<file path="src/hdl/length_prefixed_message_parser_unit_macros.svh">
// Assertion macros for the length prefixed message parser.
// Used by the top level; expects clk and rst_n in the enclosing scope.
`ifndef LENGTH_PREFIXED_MESSAGE_PARSER_UNIT_MACROS_SVH
`define LENGTH_PREFIXED_MESSAGE_PARSER_UNIT_MACROS_SVH

// Same-cycle implication, checked outside reset.
`define LPMP_ASSERT_NOW(label, ante, cons, msg) \
  label: assert property (@(posedge clk) disable iff (!rst_n) (ante) |-> (cons)) \
    else $error(msg);

// Next-cycle implication, checked outside reset.
`define LPMP_ASSERT_NEXT(label, ante, cons, msg) \
  label: assert property (@(posedge clk) disable iff (!rst_n) (ante) |=> (cons)) \
    else $error(msg);

`endif

</file>
<file path="src/hdl/lpmp_pkg.sv">
// Package for the length prefixed message parser.
// Holds the parse phase and status codes, register indexes and reset values.
`default_nettype none
package lpmp_pkg;

  typedef enum logic [3:0] {
    PH_VER      = 4'd0,
    PH_KIND     = 4'd1,
    PH_TS       = 4'd2,
    PH_SIDLEN   = 4'd3,
    PH_SID      = 4'd4,
    PH_UUIDLEN  = 4'd5,
    PH_UUID     = 4'd6,
    PH_TITLELEN = 4'd7,
    PH_TITLE    = 4'd8,
    PH_MCOUNT   = 4'd9,
    PH_MLEN     = 4'd10,
    PH_MEMBER   = 4'd11,
    PH_TLEN     = 4'd12,
    PH_TEXT     = 4'd13,
    PH_DONE     = 4'd14,
    PH_ERR      = 4'd15
  } phase_t;

  typedef enum logic [2:0] {
    ST_PENDING = 3'd0,
    ST_OK      = 3'd1,
    ST_TRUNC   = 3'd2,
    ST_BADVER  = 3'd3,
    ST_SENDER  = 3'd4,
    ST_UUID    = 3'd5,
    ST_KIND    = 3'd6
  } status_t;

  localparam int unsigned CFG_IDX_W  = 3;
  localparam int unsigned CFG_DATA_W = 17;

  localparam logic [CFG_IDX_W-1:0] CFG_KIND_DIRECT = 3'd0;
  localparam logic [CFG_IDX_W-1:0] CFG_KIND_INVITE = 3'd1;
  localparam logic [CFG_IDX_W-1:0] CFG_KIND_GTEXT  = 3'd2;
  localparam logic [CFG_IDX_W-1:0] CFG_SENDER_CAP  = 3'd3;
  localparam logic [CFG_IDX_W-1:0] CFG_UUID_CAP    = 3'd4;

  localparam logic [7:0]  RST_KIND_DIRECT = 8'd0;
  localparam logic [7:0]  RST_KIND_INVITE = 8'd1;
  localparam logic [7:0]  RST_KIND_GTEXT  = 8'd2;
  localparam logic [16:0] RST_SENDER_CAP  = 17'd91;
  localparam logic [8:0]  RST_UUID_CAP    = 9'd64;

  localparam logic [7:0] VER_ONE = 8'd1;
  localparam logic [7:0] VER_TWO = 8'd2;

endpackage
`default_nettype wire

</file>
<file path="src/hdl/length_prefixed_message_parser_unit.sv">
// Length prefixed message parser: tags each message byte with its field.
// Depends on lpmp_pkg and length_prefixed_message_parser_unit_macros.svh.
//
// Usage:
// The input channel (in_valid, in_stall) takes one message byte per request,
// with in_end_of_message on the final byte of a message. The output channel
// (out_valid, out_stall) returns one tagged request for each input request,
// in order, carrying the byte, its field tag, member index, kind, version
// and status. The user must write configuration registers (cfg_we, cfg_index,
// cfg_wdata) only while no message is in flight; the block does not check.
// out_valid rises in the cycle after a byte is accepted, and one byte is
// taken every cycle while in_stall is low; the phase and counter update
// for each byte is computed combinationally from the parser state.
// Reset loads the register defaults, returns the parser to the version byte
// and empties the output register. While the receiver stalls a full output
// register, it holds its request and in_stall is raised in the same cycle.
// Parser state returns to its reset value after every final byte.
`default_nettype none
`include "length_prefixed_message_parser_unit_macros.svh"
module length_prefixed_message_parser_unit (
  input  wire logic                             clk,
  input  wire logic                             rst_n,
  input  wire logic                             in_valid,
  output logic                                  in_stall,
  input  wire logic [7:0]                       in_data_byte,
  input  wire logic                             in_end_of_message,
  output logic                                  out_valid,
  input  wire logic                             out_stall,
  output logic [7:0]                            out_byte_out,
  output logic [3:0]                            out_field_tag,
  output logic [15:0]                           out_member_index,
  output logic [7:0]                            out_message_kind,
  output logic [1:0]                            out_format_version,
  output logic [2:0]                            out_status,
  output logic                                  out_last_of_message,
  input  wire logic                             cfg_we,
  input  wire logic [lpmp_pkg::CFG_IDX_W-1:0]   cfg_index,
  input  wire logic [lpmp_pkg::CFG_DATA_W-1:0]  cfg_wdata
);

  logic [7:0]  kind_direct_r, kind_invite_r, kind_gtext_r;
  logic [16:0] sender_cap_r;
  logic [8:0]  uuid_cap_r;

  lpmp_pkg::phase_t  phase_r, phase_nxt;
  lpmp_pkg::status_t err_r, err_nxt, status_val;
  logic [1:0]  pos_r, pos_nxt;
  logic [31:0] acc_r, acc_nxt, acc_sh;
  logic [31:0] rem_r, rem_nxt, rem_dec;
  logic [15:0] mem_r, mem_nxt, mem_dec;
  logic [15:0] cur_r, cur_nxt;
  logic [1:0]  ver_r, ver_nxt;
  logic [7:0]  kind_r, kind_nxt;
  logic        inv_r, inv_nxt;
  logic [15:0] idx_val;
  logic [1:0]  ver_out;
  logic [7:0]  kind_res;

  logic in_acc;
  logic out_valid_r;

  assign in_stall = out_valid_r && out_stall;
  assign in_acc   = in_valid && !in_stall;
  assign out_valid = out_valid_r;

  always_ff @(posedge clk) begin
    if (!rst_n) begin
      kind_direct_r <= lpmp_pkg::RST_KIND_DIRECT;
      kind_invite_r <= lpmp_pkg::RST_KIND_INVITE;
      kind_gtext_r  <= lpmp_pkg::RST_KIND_GTEXT;
      sender_cap_r  <= lpmp_pkg::RST_SENDER_CAP;
      uuid_cap_r    <= lpmp_pkg::RST_UUID_CAP;
    end else if (cfg_we) begin
      case (cfg_index)
        lpmp_pkg::CFG_KIND_DIRECT: kind_direct_r <= cfg_wdata[7:0];
        lpmp_pkg::CFG_KIND_INVITE: kind_invite_r <= cfg_wdata[7:0];
        lpmp_pkg::CFG_KIND_GTEXT:  kind_gtext_r  <= cfg_wdata[7:0];
        lpmp_pkg::CFG_SENDER_CAP:  sender_cap_r  <= cfg_wdata[16:0];
        lpmp_pkg::CFG_UUID_CAP:    uuid_cap_r    <= cfg_wdata[8:0];
        default: ;
      endcase
    end
  end

  always_comb begin
    phase_nxt = phase_r;
    pos_nxt   = pos_r;
    acc_nxt   = acc_r;
    rem_nxt   = rem_r;
    mem_nxt   = mem_r;
    cur_nxt   = cur_r;
    ver_nxt   = ver_r;
    kind_nxt  = kind_r;
    err_nxt   = err_r;
    inv_nxt   = inv_r;
    acc_sh    = {acc_r[23:0], in_data_byte};
    rem_dec   = rem_r - 32'd1;
    mem_dec   = mem_r - 16'd1;
    idx_val   = (phase_r == lpmp_pkg::PH_MLEN || phase_r == lpmp_pkg::PH_MEMBER)
                ? cur_r : 16'd0;

    case (phase_r)
      lpmp_pkg::PH_VER: begin
        if (in_data_byte == lpmp_pkg::VER_ONE) begin
          ver_nxt   = 2'd1;
          kind_nxt  = kind_direct_r;
          phase_nxt = lpmp_pkg::PH_TS;
        end else if (in_data_byte == lpmp_pkg::VER_TWO) begin
          ver_nxt   = 2'd2;
          phase_nxt = lpmp_pkg::PH_KIND;
        end else begin
          err_nxt   = lpmp_pkg::ST_BADVER;
          phase_nxt = lpmp_pkg::PH_ERR;
        end
      end
      lpmp_pkg::PH_KIND: begin
        kind_nxt  = in_data_byte;
        phase_nxt = lpmp_pkg::PH_TS;
      end
      lpmp_pkg::PH_TS: begin
        acc_nxt = acc_sh;
        pos_nxt = pos_r + 2'd1;
        if (pos_r >= 2'd3) begin
          pos_nxt   = 2'd0;
          acc_nxt   = 32'd0;
          phase_nxt = lpmp_pkg::PH_SIDLEN;
        end
      end
      lpmp_pkg::PH_SIDLEN, lpmp_pkg::PH_SID: begin
        if (phase_r == lpmp_pkg::PH_SIDLEN) begin
          acc_nxt = acc_sh;
          pos_nxt = pos_r + 2'd1;
          rem_nxt = rem_r;
        end else begin
          rem_nxt = rem_dec;
        end
        if (phase_r == lpmp_pkg::PH_SIDLEN && pos_r >= 2'd1
            && acc_sh >= {15'd0, sender_cap_r}) begin
          pos_nxt   = 2'd0;
          err_nxt   = lpmp_pkg::ST_SENDER;
          phase_nxt = lpmp_pkg::PH_ERR;
        end else if (phase_r == lpmp_pkg::PH_SIDLEN && pos_r >= 2'd1
                     && acc_sh != 32'd0) begin
          pos_nxt   = 2'd0;
          rem_nxt   = acc_sh;
          acc_nxt   = 32'd0;
          phase_nxt = lpmp_pkg::PH_SID;
        end else if ((phase_r == lpmp_pkg::PH_SIDLEN && pos_r >= 2'd1)
                     || (phase_r == lpmp_pkg::PH_SID && rem_dec == 32'd0)) begin
          if (phase_r == lpmp_pkg::PH_SIDLEN) begin
            pos_nxt = 2'd0;
            rem_nxt = 32'd0;
            acc_nxt = 32'd0;
          end
          if (ver_r == 2'd1 || kind_r == kind_direct_r) begin
            phase_nxt = lpmp_pkg::PH_TLEN;
          end else if (kind_r == kind_invite_r) begin
            inv_nxt   = 1'b1;
            phase_nxt = lpmp_pkg::PH_UUIDLEN;
          end else if (kind_r == kind_gtext_r) begin
            inv_nxt   = 1'b0;
            phase_nxt = lpmp_pkg::PH_UUIDLEN;
          end else begin
            err_nxt   = lpmp_pkg::ST_KIND;
            phase_nxt = lpmp_pkg::PH_ERR;
          end
        end
      end
      lpmp_pkg::PH_UUIDLEN: begin
        if ({1'b0, in_data_byte} >= uuid_cap_r) begin
          err_nxt   = lpmp_pkg::ST_UUID;
          phase_nxt = lpmp_pkg::PH_ERR;
        end else begin
          rem_nxt = {24'd0, in_data_byte};
          acc_nxt = 32'd0;
          if (in_data_byte != 8'd0) begin
            phase_nxt = lpmp_pkg::PH_UUID;
          end else begin
            phase_nxt = inv_r ? lpmp_pkg::PH_TITLELEN : lpmp_pkg::PH_TLEN;
          end
        end
      end
      lpmp_pkg::PH_UUID: begin
        rem_nxt = rem_dec;
        if (rem_dec == 32'd0) begin
          phase_nxt = inv_r ? lpmp_pkg::PH_TITLELEN : lpmp_pkg::PH_TLEN;
        end
      end
      lpmp_pkg::PH_TITLELEN: begin
        acc_nxt = acc_sh;
        pos_nxt = pos_r + 2'd1;
        if (pos_r >= 2'd1) begin
          pos_nxt   = 2'd0;
          rem_nxt   = acc_sh;
          acc_nxt   = 32'd0;
          phase_nxt = (acc_sh != 32'd0) ? lpmp_pkg::PH_TITLE : lpmp_pkg::PH_MCOUNT;
        end
      end
      lpmp_pkg::PH_TITLE: begin
        rem_nxt = rem_dec;
        if (rem_dec == 32'd0) begin
          phase_nxt = lpmp_pkg::PH_MCOUNT;
        end
      end
      lpmp_pkg::PH_MCOUNT: begin
        acc_nxt = acc_sh;
        pos_nxt = pos_r + 2'd1;
        if (pos_r >= 2'd1) begin
          pos_nxt   = 2'd0;
          mem_nxt   = acc_sh[15:0];
          acc_nxt   = 32'd0;
          cur_nxt   = 16'd0;
          phase_nxt = (acc_sh[15:0] == 16'd0) ? lpmp_pkg::PH_DONE : lpmp_pkg::PH_MLEN;
        end
      end
      lpmp_pkg::PH_MLEN: begin
        acc_nxt = acc_sh;
        pos_nxt = pos_r + 2'd1;
        if (pos_r >= 2'd1) begin
          pos_nxt = 2'd0;
          rem_nxt = acc_sh;
          acc_nxt = 32'd0;
          if (acc_sh != 32'd0) begin
            phase_nxt = lpmp_pkg::PH_MEMBER;
          end else begin
            mem_nxt   = mem_dec;
            cur_nxt   = cur_r + 16'd1;
            phase_nxt = (mem_dec == 16'd0) ? lpmp_pkg::PH_DONE : lpmp_pkg::PH_MLEN;
          end
        end
      end
      lpmp_pkg::PH_MEMBER: begin
        rem_nxt = rem_dec;
        if (rem_dec == 32'd0) begin
          mem_nxt   = mem_dec;
          cur_nxt   = cur_r + 16'd1;
          phase_nxt = (mem_dec == 16'd0) ? lpmp_pkg::PH_DONE : lpmp_pkg::PH_MLEN;
        end
      end
      lpmp_pkg::PH_TLEN: begin
        acc_nxt = acc_sh;
        pos_nxt = pos_r + 2'd1;
        if (pos_r >= 2'd3) begin
          pos_nxt   = 2'd0;
          rem_nxt   = acc_sh;
          acc_nxt   = 32'd0;
          phase_nxt = (acc_sh != 32'd0) ? lpmp_pkg::PH_TEXT : lpmp_pkg::PH_DONE;
        end
      end
      lpmp_pkg::PH_TEXT: begin
        rem_nxt = rem_dec;
        if (rem_dec == 32'd0) begin
          phase_nxt = lpmp_pkg::PH_DONE;
        end
      end
      default: ;
    endcase

    if (err_nxt != lpmp_pkg::ST_PENDING) begin
      status_val = err_nxt;
    end else if (phase_nxt == lpmp_pkg::PH_DONE) begin
      status_val = lpmp_pkg::ST_OK;
    end else if (in_end_of_message) begin
      status_val = lpmp_pkg::ST_TRUNC;
    end else begin
      status_val = lpmp_pkg::ST_PENDING;
    end
    ver_out  = ver_nxt;
    kind_res = kind_nxt;

    if (in_end_of_message) begin
      phase_nxt = lpmp_pkg::PH_VER;
      pos_nxt   = 2'd0;
      acc_nxt   = 32'd0;
      rem_nxt   = 32'd0;
      mem_nxt   = 16'd0;
      cur_nxt   = 16'd0;
      ver_nxt   = 2'd0;
      kind_nxt  = 8'd0;
      err_nxt   = lpmp_pkg::ST_PENDING;
      inv_nxt   = 1'b0;
    end
  end

  always_ff @(posedge clk) begin
    if (!rst_n) begin
      phase_r     <= lpmp_pkg::PH_VER;
      pos_r       <= 2'd0;
      acc_r       <= 32'd0;
      rem_r       <= 32'd0;
      mem_r       <= 16'd0;
      cur_r       <= 16'd0;
      ver_r       <= 2'd0;
      kind_r      <= 8'd0;
      err_r       <= lpmp_pkg::ST_PENDING;
      inv_r       <= 1'b0;
      out_valid_r <= 1'b0;
    end else begin
      if (in_acc) begin
        phase_r <= phase_nxt;
        pos_r   <= pos_nxt;
        acc_r   <= acc_nxt;
        rem_r   <= rem_nxt;
        mem_r   <= mem_nxt;
        cur_r   <= cur_nxt;
        ver_r   <= ver_nxt;
        kind_r  <= kind_nxt;
        err_r   <= err_nxt;
        inv_r   <= inv_nxt;
        out_valid_r <= 1'b1;
      end else if (!out_stall) begin
        out_valid_r <= 1'b0;
      end
    end
  end

  always_ff @(posedge clk) begin
    if (in_acc) begin
      out_byte_out        <= in_data_byte;
      out_field_tag       <= 4'(phase_r);
      out_member_index    <= idx_val;
      out_message_kind    <= kind_res;
      out_format_version  <= ver_out;
      out_status          <= 3'(status_val);
      out_last_of_message <= in_end_of_message;
    end
  end

  `LPMP_ASSERT_NEXT(a_clear_after_last, in_acc && in_end_of_message, phase_r == lpmp_pkg::PH_VER && err_r == lpmp_pkg::ST_PENDING && ver_r == 2'd0, "parser state not cleared after final byte")
  `LPMP_ASSERT_NOW(a_err_has_cause, phase_r == lpmp_pkg::PH_ERR, err_r != lpmp_pkg::ST_PENDING, "error phase without an error cause")
  `LPMP_ASSERT_NOW(a_members_left, phase_r == lpmp_pkg::PH_MLEN || phase_r == lpmp_pkg::PH_MEMBER, mem_r != 16'd0, "member phase with no members left")
  `LPMP_ASSERT_NEXT(a_out_after_accept, in_acc, out_valid_r, "accepted byte produced no output request")

endmodule
`default_nettype wire
</file>
<file path="config.mk">
export PLATFORM = sky130hd
export DESIGN_NAME = length_prefixed_message_parser_unit
export DESIGN_NICKNAME = d
export VERILOG_FILES = /design/src/hdl/lpmp_pkg.sv /design/src/hdl/length_prefixed_message_parser_unit.sv
export VERILOG_INCLUDE_DIRS = /design/src /design/src/hdl
export SDC_FILE = /design/constraint.sdc
export NUM_CORES = 1
export LEC_CHECK = 0
export BUFFER_PORTS_ARGS = -buffer_cell sky130_fd_sc_hd__buf_4
export CAP_MARGIN = 20
export CORE_MARGIN = 1
export CORE_UTILIZATION = 50
export CTS_BUF_LIST = sky130_fd_sc_hd__clkbuf_4 sky130_fd_sc_hd__clkbuf_8 sky130_fd_sc_hd__clkbuf_16
export DETAILED_ROUTE_END_ITERATION = 8
export PLACE_DENSITY = 0.72
export SLEW_MARGIN = 20
export SYNTH_ARGS = -nofsm -noshare
export SYNTH_HDL_FRONTEND = slang
export SYNTH_SLANG_ARGS = --single-unit
</file>
<file path="constraint.sdc">
create_clock -name clk -period 4.1 [get_ports clk]
set_input_delay 0.82 -clock clk [delete_from_list [all_inputs] [get_ports clk]]
set_output_delay 0.82 -clock clk [all_outputs]
set_load 0.01 [all_outputs]
</file>
# After elaboration in Yosys (flattened, before gate mapping)
# Index checks and enable logic that the tools add are counted.
[word_totals]
mem_bits_rw = 0
ff_bits = 209
memories = 0
rom_bits = 0
latchBits = 0
[classes]
bitwise_logic = 0
muxes = 99
multipliers = 0
shift = 0
div = 0
magnitude_cmp = 4
eq_ne = 35
n_addsub = 4
n_reduce_logical = 40
[op_table]
columns = ["op", "count"]
rows = [
  ["2-to-1 mux 32 bit", 18],
  ["2-to-1 mux 16 bit", 10],
  ["one-hot mux 32 bit (5 select lines)", 1],
  ["one-hot mux 32 bit (4 select lines)", 1],
  ["one-hot mux 16 bit (3 select lines)", 2],
  ["2-to-1 mux 4 bit", 21],
  ["one-hot mux 4 bit (13 select lines)", 1],
  ["2-to-1 mux 3 bit", 14],
  ["greater-or-equal comparator 32 x 17 -> 1 bit", 1],
  ["logical NOT 16 bit", 2],
  ["logical NOT 32 bit", 1],
  ["nonzero test 32 bit", 1],
  ["subtractor 32 x 1 -> 32 bit (second input constant)", 1],
  ["2-to-1 mux 2 bit", 15],
  ["equality test 4 bit (second input constant)", 7],
  ["equality test 8 bit", 3],
  ["adder 16 x 1 -> 16 bit (second input constant)", 1],
  ["equality test 4 x 3 -> 1 bit (second input constant)", 4],
  ["2-to-1 mux 8 bit", 2],
  ["one-hot mux 8 bit (2 select lines)", 1],
  ["subtractor 16 x 1 -> 16 bit (second input constant)", 1],
  ["!= test 3 bit (second input constant)", 4],
  ["AND reduction 2 bit", 6],
  ["2-to-1 mux 1 bit", 11],
  ["36 further kinds", 53],
]

# Logic depth before layout (Yosys ltp)
[logic_depth]
word_depth = 11
ltp_mapped = 16

# Worst setup path after synthesis
# Ideal clock, no wire load.
[synth_path]
kind = "register -> register"
from = "register rem_r[1]"
to = "register out_status[1] (data pin)"
path_stages_with_launch = 14
n_path_buf = 1
setup_ns = 0.180
arrival_ns = 3.854
synth_period_minus_slack_ns = 4.034
path_slack_ns = 0.066
cell_sequence = "dfxtp_1 > clkbuf_1 > inv_1 > ha_1 > or4b_2 > xnor2_1 > o31a_1 > a2111oi_4 > nand4_4 > nor4_4 > mux2_1 > or4_1 > and4_1 > o41ai_2"
[synth_via]
elab_chain_len = 11
[synth_rtl]
columns = ["element", "line", "rtl"]
rows = [
  ["from (decl)", "length_prefixed_message_parser_unit.sv:49", "logic [31:0] rem_r, rem_nxt, rem_dec;"],
  ["from (signal assigned)", "length_prefixed_message_parser_unit.sv:303", "rem_r <= rem_nxt;"],
  ["subtractor 32 x 1 -> 32 bit *", "length_prefixed_message_parser_unit.sv:97", "rem_dec = rem_r - 32'd1;"],
  ["logical NOT 32 bit *", "--", ""],
  ["logical AND 1 bit", "length_prefixed_message_parser_unit.sv:149", "|| (phase_r == lpmp_pkg::PH_SID && rem_dec == 32'd0)) begin"],
  ["logical OR 1 bit", "length_prefixed_message_parser_unit.sv:149", ""],
  ["2-to-1 mux 4 bit", "length_prefixed_message_parser_unit.sv:148", "end else if ((phase_r == lpmp_pkg::PH_SIDLEN && pos_r >= 2'd1)"],
  ["2-to-1 mux 4 bit", "length_prefixed_message_parser_unit.sv:142", "end else if (phase_r == lpmp_pkg::PH_SIDLEN && pos_r >= 2'd1"],
  ["2-to-1 mux 4 bit", "length_prefixed_message_parser_unit.sv:137", "if (phase_r == lpmp_pkg::PH_SIDLEN && pos_r >= 2'd1"],
  ["one-hot mux 4 bit (13 select lines)", "length_prefixed_message_parser_unit.sv:102", "case (phase_r)"],
  ["equality test 4 bit", "length_prefixed_message_parser_unit.sv:261", "end else if (phase_nxt == lpmp_pkg::PH_DONE) begin"],
  ["2-to-1 mux 2 bit", "length_prefixed_message_parser_unit.sv:261", ""],
  ["2-to-1 mux 3 bit *", "length_prefixed_message_parser_unit.sv:259", "if (err_nxt != lpmp_pkg::ST_PENDING) begin"],
  ["net status_val[1]", "length_prefixed_message_parser_unit.sv:46", "lpmp_pkg::status_t err_r, err_nxt, status_val;"],
  ["to (signal assigned)", "length_prefixed_message_parser_unit.sv:324", "out_status <= 3'(status_val);"],
  ["to (decl)", "length_prefixed_message_parser_unit.sv:34", "output logic [2:0] out_status,"],
]
# Mark *: on every way through the listed nets, which the timed path passes. The rest lies on a longest branch.
# A chain may end at the register's enable or synchronous reset.

# Final worst setup path
# Same ends and word-level chain as after synthesis.

==> impl_metrics.csv <==
group,metric,value,unit
worst_hold_path,min_to,"sender_cap_r[10]$_SDFFE_PN0P_",
timing,finalSetupViolCount,0,
yosys,synth_seq_area_share,37.01,%
run,cap_violations,0,
cells_and_area,area_growth,16.31,%
timing,finalCritPeriodShare,96.93,%
power_and_ir_drop,finalPower,5.843,mW
cells_and_area,fin_area,0.01397,sq mm
routing,viasPerCell,6.041,
setup_path,rr_worst_depth,12,
die,fp.dieH,157.0,um
yosys,async_flop_share,0,%
grt,grt_pass1_wl,60.10,mm
cells_and_area,nNetsFinal,1627,
worst_hold_path,min_from,"sender_cap_r[10]$_SDFFE_PN0P_",
cts,path_clk_slew,0.06,ns
yosys,synth_simple_gate_area_share,26.08,%
routing,drtIter0Drc,948,
worst_hold_path,whs_path_depth,2,
yosys,syn_area,0.01201,sq mm
die,die-area,0.02464,sq mm
die,die_w,157.0,um
setup_path,critPathRequiredTime,4.42,ns
yosys,ys.flop_type,"dfxtp_1",
timing,fmax,251.6,MHz
cts,htreeDepth,1,
yosys,synthAdderAreaFrac,3.647,%
cells_and_area,num-fill-cells,2198,
cells_and_area,drive_above_1_share,14.17,%
power_and_ir_drop,pwr_density_cell,418.4,mW/mm^2
cts,cts_tree,"done",
timing,finalHoldViolCount,0,
cells_and_area,antennaDiodeCount,0,
timing,drv_slew,0,
grt,antenna_found_initial,0,
routing,vias,11435,
die,core,0.02354,sq mm
routing,drt_wl_total,38.10,mm
yosys,yosysWarnings,0,
yosys,synth_fp_nets,1553,
setup_path,reg2reg_from,"rem_r[1]$_SDFFE_PN0P_",
die,io_pins,78,
power_and_ir_drop,peakVddDrop,0.2897,mV
yosys,synth_edf_count,42,
setup_path,start_kind,"flip-flop",
timing,tns,0,ns
grt,grt_max_degree,73,
yosys,synth_xor_area_share,4.449,%
cts,clk_latency,0.52,ns
timing,finalCriticalPeriod,3.974,ns
worst_hold_path,hp-class,"flip-flop to flip-flop",
placement,place_area,0.01315,sq mm
timing,whs,0.4636,ns
routing,drc,0,
cts,clockRootBuffer,"clkbuf_16",
routing,firstDrtPassIters,8,
routing,drtAntennaViolNets,0,
cts,cts.sinks,201,
yosys,syn-instance-count,1484,
routing,wl_per_cell,20.13,um
yosys,synth_top_family_by_area,"simple AND/OR/NAND/NOR gates",
setup_path,arrival,4.30,ns
placement,portBuffers,77,
yosys,synth_compound_area_share,23.66,%
yosys,muxShareOfSynthArea,0.3439,%
placement,place_congestion,0.9715,
power_and_ir_drop,total_leakage_power,5.480,nW
cts,clk_path_buf_depth,3,
placement,dpl.hpwl,27.09,mm
die,rows,56,
grt,grt_usage,31.28,%
timing,fin_skew,0.01286,ns
yosys,avgSynthCellArea,8.091,sq um
outcome,outcome,"completed",
setup_path,crit_path_end_kind,"flip-flop",
timing,tightest_slew,0.7806,ns
cts,cts-buffers-inserted,22,
grt,grt_pass1_vias,10797,
setup_path,crit_type,"flip-flop to flip-flop",
setup_path,rr_endpoint,"out_status[1]$_DFFE_PP_",
yosys,ys_seq_elements,201,
yosys,yosysUniqueCellTypes,81,
setup_path,reg2reg_slack,0.13,ns
setup_path,cp_max_fo,7,
timing,timing.slew.headroom,47.41,%
grt,grt_overflow_total,0,
die,start_util,51.00,%
## repair_timing
item | in CTS | in global routing
buffers inserted | 0 | 3
gates resized for setup | 0 | 6
hold buffers | 0 | 0
endpoints found under the setup margin | 0 | 2
## power by group
group	total [mW]	leakage (nW)	internal [mW]	switching [mW]
sequential	2.17	1.71	2.09	0.0742
combinational	1.55	3.38	0.653	0.900
clock	2.12	0.391	1.29	0.829
total	5.84	5.48	4.04	1.80
## sequential cells by signal, indices dropped and copies added (netlist names), 4 cells and up
name              count
kind_r                8
phase_r               4
out_field_tag         4
uuid_cap_r            9
kind_invite_r         8
cur_r                16
rem_r                32
sender_cap_r         17
out_member_index     16
kind_direct_r         8
out_message_kind      8
out_byte_out          8
acc_r                24
mem_r                16
kind_gtext_r          8
## how the worst max path moves through the flow
stage	start	cells after the start	end
3_3_place_gp	in_data_byte[0]	13	rem_r[29]$_SDFFE_PN0P_
2_1_floorplan	rem_r[1]$_SDFFE_PN0P_	13	out_status[1]$_DFFE_PP_
5_1_grt	rem_r[1]$_SDFFE_PN0P_	12	out_status[1]$_DFFE_PP_
6_report	rem_r[1]$_SDFFE_PN0P_	12	out_status[1]$_DFFE_PP_
4_1_cts	rem_r[1]$_SDFFE_PN0P_	12	out_status[1]$_DFFE_PP_
3_5_place_dp	rem_r[1]$_SDFFE_PN0P_	12	out_status[1]$_DFFE_PP_
## metrics by stage
stage	utilization [%]	worst slack, ns	std cells
after global placement	55.84	0.09706	1850
after detailed placement	55.84	0.07911	1850
after global routing	59.32	-0.003405	1893
after floorplan	-	0.06619	1484
after CTS	59.14	0.04590	1890
final	59.32	0.1258	1893
## worst max-delay path: stages (launching register included)
cell and delay [ns]:
dfxtp_1 0.34, buf_4 0.16, nor4_1 0.42, nand2_1 0.25
o31a_1 0.35, nor4_1 0.31, buf_4 0.18, nand4_4 0.14
nor4_4 0.37, mux2_4 0.34, or4_4 0.45, and4_4 0.22
o41ai_2 0.27
## final cells by class
type / count / area (sq um) / share of cell area [%]
Sequential cell: 201 / 4444 / 31.82
Clock inverter: 6 / 82.58 / 0.5913
Tap cell: 319 / 399.1 / 2.858
Inverter: 47 / 176.4 / 1.263
Timing Repair Buffer: 153 / 1161 / 8.314
Multi-Input combinational cell: 1133 / 7008 / 50.18
Clock buffer: 34 / 694.4 / 4.972
## layout by cell type (no fill, tap or decap), types with 5 or more instances in the layout
cell type  netlist  layout
a2111oi_0        6       6
a211oi_1         5       5
a21boi_0        51      51
a21boi_1         8       8
a21o_1          13      13
a21oi_1         54      54
a22o_1          27      27
a22oi_1         58      58
a31oi_1          8       8
and2_1          17      17
and3_1          25      25
buf_4            0     152
clkbuf_16        0      24
clkbuf_4         0       7
dfxtp_1        159     159
edfxtp_1        42      42
ha_1            35      34
inv_1           47      46
nand2_1        220     220
nand2b_1        19      19
nand3_1         21      21
nand4_1         12      12
nand4b_1         5       5
nor2_1         111     111
nor2b_1         54      54
nor3_1          34      34
nor4_1          39      39
o211ai_1        13      13
o21ai_0         94      94
o22ai_1          5       5
o31ai_1         16      16
or2_2            9       9
or3_1           21      21
or4_1            6       5
xnor2_1         35      35
xor2_1          26      26
## cell families after synthesis
group	count (synthesis)
compound gates	411
xor+xnor	61
fa+ha+maj	35
buf+inv	150
flops	201
mux	4
simple gates	622
## cells in the mapped netlist, types with 12 or more instances
master / n / share of area (%)
o31ai_1: 16 / 1.0
xnor2_1: 35 / 2.6
o21ai_0: 94 / 3.9
inv_1: 47 / 1.5
ha_1: 35 / 3.6
nand2b_1: 19 / 0.99
nand2_1: 220 / 6.9
and2_1: 17 / 0.89
dfxtp_1: 159 / 27
xor2_1: 26 / 1.9
o211ai_1: 13 / 0.81
a21boi_0: 51 / 3.2
edfxtp_1: 42 / 11
nor2_1: 111 / 3.5
nor3_1: 34 / 1.4
or3_1: 21 / 1.1
nand3_1: 21 / 0.88
a21oi_1: 54 / 2.3
clkbuf_1: 89 / 2.8
nor2b_1: 54 / 2.8
a22oi_1: 58 / 3.6
nand4_1: 12 / 0.63
a22o_1: 27 / 2.0
nor4_1: 39 / 2.0
and3_1: 25 / 1.3
a21o_1: 13 / 0.81
## per-layer routing
layer / GRT usage (%) / vias up / wire [um]
met5: 0 / - / 0
met4: 9.804 / 0 / 1074
met3: 6.663 / 76 / 3409
met2: 49.06 / 456 / 16840
met1: 42.77 / 5416 / 16780
li1: - / 5487 / -
(Power assumes the default switching activity.)
